$ cat config.mk
export PLATFORM = sky130hd
export DESIGN_NAME = nsc_line_tracker
export DESIGN_NICKNAME = d
export VERILOG_FILES = /design/src/hdl/nsc_pkg.sv /design/src/hdl/nsc_line_tracker.sv
export SDC_FILE = /design/constraint.sdc
export NUM_CORES = 1
export LEC_CHECK = 0
export ABC_AREA = 1
export BUFFER_PORTS_ARGS = -buffer_cell sky130_fd_sc_hd__buf_2
export CAP_MARGIN = 20
export CORE_UTILIZATION = 35
export CTS_BUF_LIST = sky130_fd_sc_hd__clkbuf_8 sky130_fd_sc_hd__clkbuf_16
export DETAILED_ROUTE_END_ITERATION = 12
export GPL_TIMING_DRIVEN = 0
export PLACE_DENSITY = 0.57
export SLEW_MARGIN = 20
export SYNTH_ARGS = -nofsm -noshare
export SYNTH_HDL_FRONTEND = slang
export SYNTH_SLANG_ARGS = --single-unit
$ cat constraint.sdc
create_clock -name aclk -period 2 [get_ports aclk]
set_clock_uncertainty 0.2 [all_clocks]
set_input_delay 0.1 -clock aclk [delete_from_list [all_inputs] [get_ports aclk]]
set_output_delay 0.1 -clock aclk [all_outputs]
set_load 0.01 [all_outputs]
$ cat src/hdl/nsc_pkg.sv
package nsc_pkg;

    localparam int LINE_MAX = 256;
    localparam int POS_W = $clog2(LINE_MAX + 1);

    localparam int BYTE_W = 8;
    localparam int TAG_LEN = 5;
    localparam int TAG_W = TAG_LEN * BYTE_W;
    localparam int LEN_W = 9;

    localparam logic [BYTE_W-1:0] CH_STAR = 8'h2A;
    localparam logic [BYTE_W-1:0] CH_NEWLINE = 8'h0A;
    localparam logic [TAG_W-1:0] TAG_RESET = 40'h474E474741;
    localparam int MIN_STAR_OFFSET = 3;

    typedef struct packed {
        logic              tag_found;
        logic              star_ok;
        logic              checksum_ok;
        logic [BYTE_W-1:0] computed_sum;
        logic [BYTE_W-1:0] received_sum;
        logic [LEN_W-1:0]  line_length;
        logic              overflow;
    } result_t;

endpackage

$ cat src/hdl/nsc_line_tracker.sv
module nsc_line_tracker (
    input  logic                       aclk,
    input  logic                       aresetn,
    input  logic                       cfg_we,
    input  logic [nsc_pkg::TAG_W-1:0]  cfg_wdata,
    input  logic                       step,
    input  logic [nsc_pkg::BYTE_W-1:0] rx_byte,
    output nsc_pkg::result_t           result
);
    import nsc_pkg::*;

    logic [TAG_W-1:0]  tag_reg;
    logic [POS_W-1:0]  pos_reg, pos_next;
    logic [BYTE_W-1:0] xor_reg, xor_next;
    logic              star_seen_reg, star_seen_next;
    logic              star_pos_ok_reg, star_pos_ok_next;
    logic [1:0]        hex_cnt_reg, hex_cnt_next;
    logic              hex_done_reg, hex_done_next;
    logic [BYTE_W-1:0] hex_val_reg, hex_val_next;
    logic [TAG_W-1:0]  recent_reg, recent_next;
    logic              tag_seen_reg, tag_seen_next;
    logic              ovf_reg, ovf_next;

    logic              is_hex;
    logic [3:0]        hex_digit;
    logic              star_ok;

    always_comb begin
        is_hex = 1'b1;
        hex_digit = 4'd0;
        if (rx_byte >= 8'h30 && rx_byte <= 8'h39) begin
            hex_digit = 4'(rx_byte - 8'h30);
        end else if (rx_byte >= 8'h41 && rx_byte <= 8'h46) begin
            hex_digit = 4'(rx_byte - 8'h37);
        end else if (rx_byte >= 8'h61 && rx_byte <= 8'h66) begin
            hex_digit = 4'(rx_byte - 8'h57);
        end else begin
            is_hex = 1'b0;
        end
    end

    always_comb begin
        pos_next = pos_reg;
        xor_next = xor_reg;
        star_seen_next = star_seen_reg;
        star_pos_ok_next = star_pos_ok_reg;
        hex_cnt_next = hex_cnt_reg;
        hex_done_next = hex_done_reg;
        hex_val_next = hex_val_reg;
        recent_next = recent_reg;
        tag_seen_next = tag_seen_reg;
        ovf_next = ovf_reg;
        if (rx_byte == CH_NEWLINE) begin
            pos_next = '0;
            xor_next = '0;
            star_seen_next = 1'b0;
            star_pos_ok_next = 1'b0;
            hex_cnt_next = '0;
            hex_done_next = 1'b0;
            hex_val_next = '0;
            recent_next = '0;
            tag_seen_next = 1'b0;
            ovf_next = 1'b0;
        end else if (pos_reg >= POS_W'(LINE_MAX)) begin
            // Bytes past the buffer size only mark the line as overflowed.
            ovf_next = 1'b1;
        end else begin
            if (!star_seen_reg) begin
                if (rx_byte == CH_STAR) begin
                    star_seen_next = 1'b1;
                    star_pos_ok_next = (pos_reg >= POS_W'(MIN_STAR_OFFSET));
                end else if (pos_reg != '0) begin
                    xor_next = xor_reg ^ rx_byte;
                end
            end else if (!hex_done_reg) begin
                if (!is_hex) begin
                    hex_done_next = 1'b1;
                end else begin
                    hex_val_next = {hex_val_reg[BYTE_W-5:0], hex_digit};
                    hex_cnt_next = hex_cnt_reg + 2'd1;
                    if (hex_cnt_reg != 2'd0) begin
                        hex_done_next = 1'b1;
                    end
                end
            end
            recent_next = {recent_reg[TAG_W-BYTE_W-1:0], rx_byte};
            pos_next = pos_reg + POS_W'(1);
            // The window holds only this line's bytes once five are stored.
            if (pos_reg >= POS_W'(TAG_LEN - 1) && recent_next == tag_reg) begin
                tag_seen_next = 1'b1;
            end
        end
    end

    always_ff @(posedge aclk) begin
        if (!aresetn) begin
            tag_reg <= TAG_RESET;
            pos_reg <= '0;
            xor_reg <= '0;
            star_seen_reg <= 1'b0;
            star_pos_ok_reg <= 1'b0;
            hex_cnt_reg <= '0;
            hex_done_reg <= 1'b0;
            hex_val_reg <= '0;
            recent_reg <= '0;
            tag_seen_reg <= 1'b0;
            ovf_reg <= 1'b0;
        end else begin
            if (cfg_we) begin
                tag_reg <= cfg_wdata;
            end
            if (step) begin
                pos_reg <= pos_next;
                xor_reg <= xor_next;
                star_seen_reg <= star_seen_next;
                star_pos_ok_reg <= star_pos_ok_next;
                hex_cnt_reg <= hex_cnt_next;
                hex_done_reg <= hex_done_next;
                hex_val_reg <= hex_val_next;
                recent_reg <= recent_next;
                tag_seen_reg <= tag_seen_next;
                ovf_reg <= ovf_next;
            end
        end
    end

    assign star_ok = star_seen_reg && star_pos_ok_reg;

    always_comb begin
        result.tag_found = tag_seen_reg;
        result.star_ok = star_ok;
        result.checksum_ok = star_ok && (hex_cnt_reg != 2'd0) &&
                             (xor_reg == hex_val_reg) && !ovf_reg;
        result.computed_sum = xor_reg;
        result.received_sum = hex_val_reg;
        result.line_length = LEN_W'(pos_reg);
        result.overflow = ovf_reg;
    end

endmodule

==> impl_metrics.toml <==
[synth]
synthTopCellsByCount = "226 x nand2_1, 104 x dfxtp_1, 87 x a21oi_1"
synth_ff_type = "dfxtp_1"
syn_inst = 755
yosysWarningCount = 0
synth_seq_area_share_pct = 41.0
ys_top_cells_by_area = "dfxtp_1 41%, nand2_1 17%, a21oi_1 8.6%, inv_1 6.0%, nor2_1 6.0%"
synth_edf_count = 0
yosysTopAreaCellShare_pct = 41.0
yosysMostFrequentCell = "nand2_1"
yosysUniqueCellTypes = 34
synth_nets = 814
synth_area_per_cell_um2 = 6.73
syn_area_um2 = 5080
async_flop_share_pct = 0
yosysTopAreaCell = "dfxtp_1"
ys_seq_elements = 104

[worst_setup_path]
critPathKind = "primary input to register"
crit_family = "simple AND/OR/NAND/NOR gates"
path_max_fanout = 6
cp_slowest_cell = "dlygate4sd3_1"
critical_path_required_ns = 2.08
rrSetupSlack_ns = 0.14
cp_data_arrival_time_ns = 2.00
critPathLaunchType = "primary input"
path_buf_inv = 2
max_stage_delay_ns = 0.54
worstPathCellList = "dlygate4sd3_1, clkbuf_4, nor2_2, nand2_1, nor2_4, nand2_4, nand2_4, nand2_2, nor2_4, nand2_1, a21oi_1"
end_kind = "register"

[drt]
ant_nets = 0
drt_pass1_iterations = 5
drt_iter0_markers = 388
vias = 5074
wl_um = 15100
wl_per_cell_um = 14.0
drc = 0
via_per_inst = 4.71

[placement]
port_buffers = 77
place_hpwl_um = 11000
place_congestion = 0.835
place_inst = 1012
dpl_cell_area_um2 = 5690

[status]
outcome = "complete, no violations"

[final_layout]
final_cell_area_um2 = 6510
area_growth_pct = 28.0
post-route-util_pct = 46.3
fin_nets = 951
final_cells = 1077
seqCellArea_um2 = 2080
diodes = 0
largest_reg_flops = 40
multi_input_comb_area_um2 = 2520
nFillCells = 1486
drive_gt1_share_pct = 14.7

[global_route]
grt_max_degree = 17
overflow = 0
grt_usage_pct = 21.1
antenna_found_initial = 0
grt_pass1_wl_um = 24000
grt_pass1_vias = 4645

[floorplan]
rows = 43
die_h_um = 123
dieArea_um2 = 15000
core_area_um2 = 14000
initial_core_util_pct = 36.2
io-pin-count = 81
dieWidth_um = 123

[cts]
cts_buffer_depth = 2
cts_num_sinks = 104
clock-root-buffer = "clkbuf_16"
clkLatencyLatePin_ns = 0.36
cts_tree = "yes"
htree_levels = 3
cts.reportedPaths.clkPinSlew_ns = 0.07
cts_buffers = 9

[power_and_ir_drop]
p_total_mw = 4.65
peakVddDrop_mv = 0.436
p_leak_nw = 2.93
power-per-cell-area_nw_per_um2 = 714

[sta]
final_max_slew_viol_count = 0
max-slew-margin-rel_pct = 54.6
fin_setup_tns_ns = 0
min_period_ns = 1.92
worstMarginPinSlew_ns = 0.681
rsz0062_at_grt = "true"
clock.fmax_mhz = 520
setup_violations = 0
post-route-period-util_pct = 96.2
final_hold_viol_count = 0

[job]
cap_violations = 0

[hold_path]
hold_path_class = "primary input to register"
[area by class of cell]
type | count | area share, %
Timing Repair Buffer | 126 | 13.5
Tap cell | 180 | 3.46
Multi-Input combinational cell | 530 | 38.8
Sequential cell | 104 | 32.0
Buffer | 36 | 2.94
Clock inverter | 7 | 0.981
Clock buffer | 9 | 3.46
Inverter | 85 | 4.94
[stage by stage]
step | worst slack [ns] | hold WS, ns
after detailed placement | -0.0800 | 0.117
after floorplan | 0.344 | 0.0221
after global placement | -0.0553 | 0.115
final | 0.0758 | 0.0386
after global routing | -0.0264 | 0.0671
after CTS | 0.0295 | 0.0298
[where the power goes]
group | internal, mW | total [mW] | switching [mW]
Combinational | 0.274 | 0.632 | 0.358
Sequential | 2.16 | 2.24 | 0.0736
Clock | 0.961 | 1.78 | 0.817
[cell families (layout without fill, tap and decap cells)]
kind of cell	Yosys count	in the layout	synth area share (%)
AOI/OAI and AO/OA	144	144	14.6
xor gates and xnor gates	21	21	3.62
adders and majority gates	7	7	1.72
buffers and inverters	121	263	9.92
DFF	104	104	41.0
and+or+nand+nor	358	358	29.1
[worst paths after layout]
path,start,depth (start not counted),endpoint
max,rx_byte[7],11,hex_val_reg[6]$_SDFFE_PN0P_
min reg2reg,hex_cnt_reg[1]$_SDFFE_PN0P_,2,hex_cnt_reg[1]$_SDFFE_PN0P_
min,rx_byte[2],5,hex_val_reg[2]$_SDFFE_PN0P_
max reg2reg,pos_reg[8]$_SDFFE_PN0P_,6,recent_reg[12]$_SDFFE_PN0P_
[worst register-to-register path, cell delays in order, from the launching register on]
cell and delay [ns]:
dfxtp_1 0.36, inv_1 0.15, nand2_1 0.16, nor2_2 0.41
buf_4 0.29, nand2_1 0.07, a21oi_1 0.15
[routing by layer]
layer	wire (um)	GRT usage, %
met4	117	3.66
met3	504	4.00
met5	0	0
met2	7260	36.9
met1	7240	27.1
[layout by cell type, fill, tap and decap left out, types with 2 or more instances in the layout]
master         instances
a211oi_1               3
a21oi_1               87
buf_2                 81
buf_4                  9
buf_6                  2
clkbuf_1              16
clkbuf_16              9
clkbuf_2               4
clkinv_2               3
clkinvlp_4             2
dfxtp_1              104
dlygate4sd3_1         48
ha_1                   7
inv_1                 82
inv_2                  2
nand2_1              225
nand2_2                3
nand2_4                2
nand3_1               21
nand3_2                4
nand3b_1               2
nand4_1               12
nor2_1                80
nor2_2                 2
nor2_4                 2
nor3_1                 2
o21ai_0               47
o21ai_2                2
o22ai_1                2
xnor2_1               17
xor2_1                 4
[what timing repair did]
action / in CTS / in global routing
endpoints found under the setup margin: 1 / 38
hold buffers: 48 / 0
setup buffers: 0 / 1
hold endpoints to repair: 50 / 0
pin swaps: 0 / 3
cloned: 0 / 0
resized for setup: 1 / 15
(Power assumes the default switching activity.)
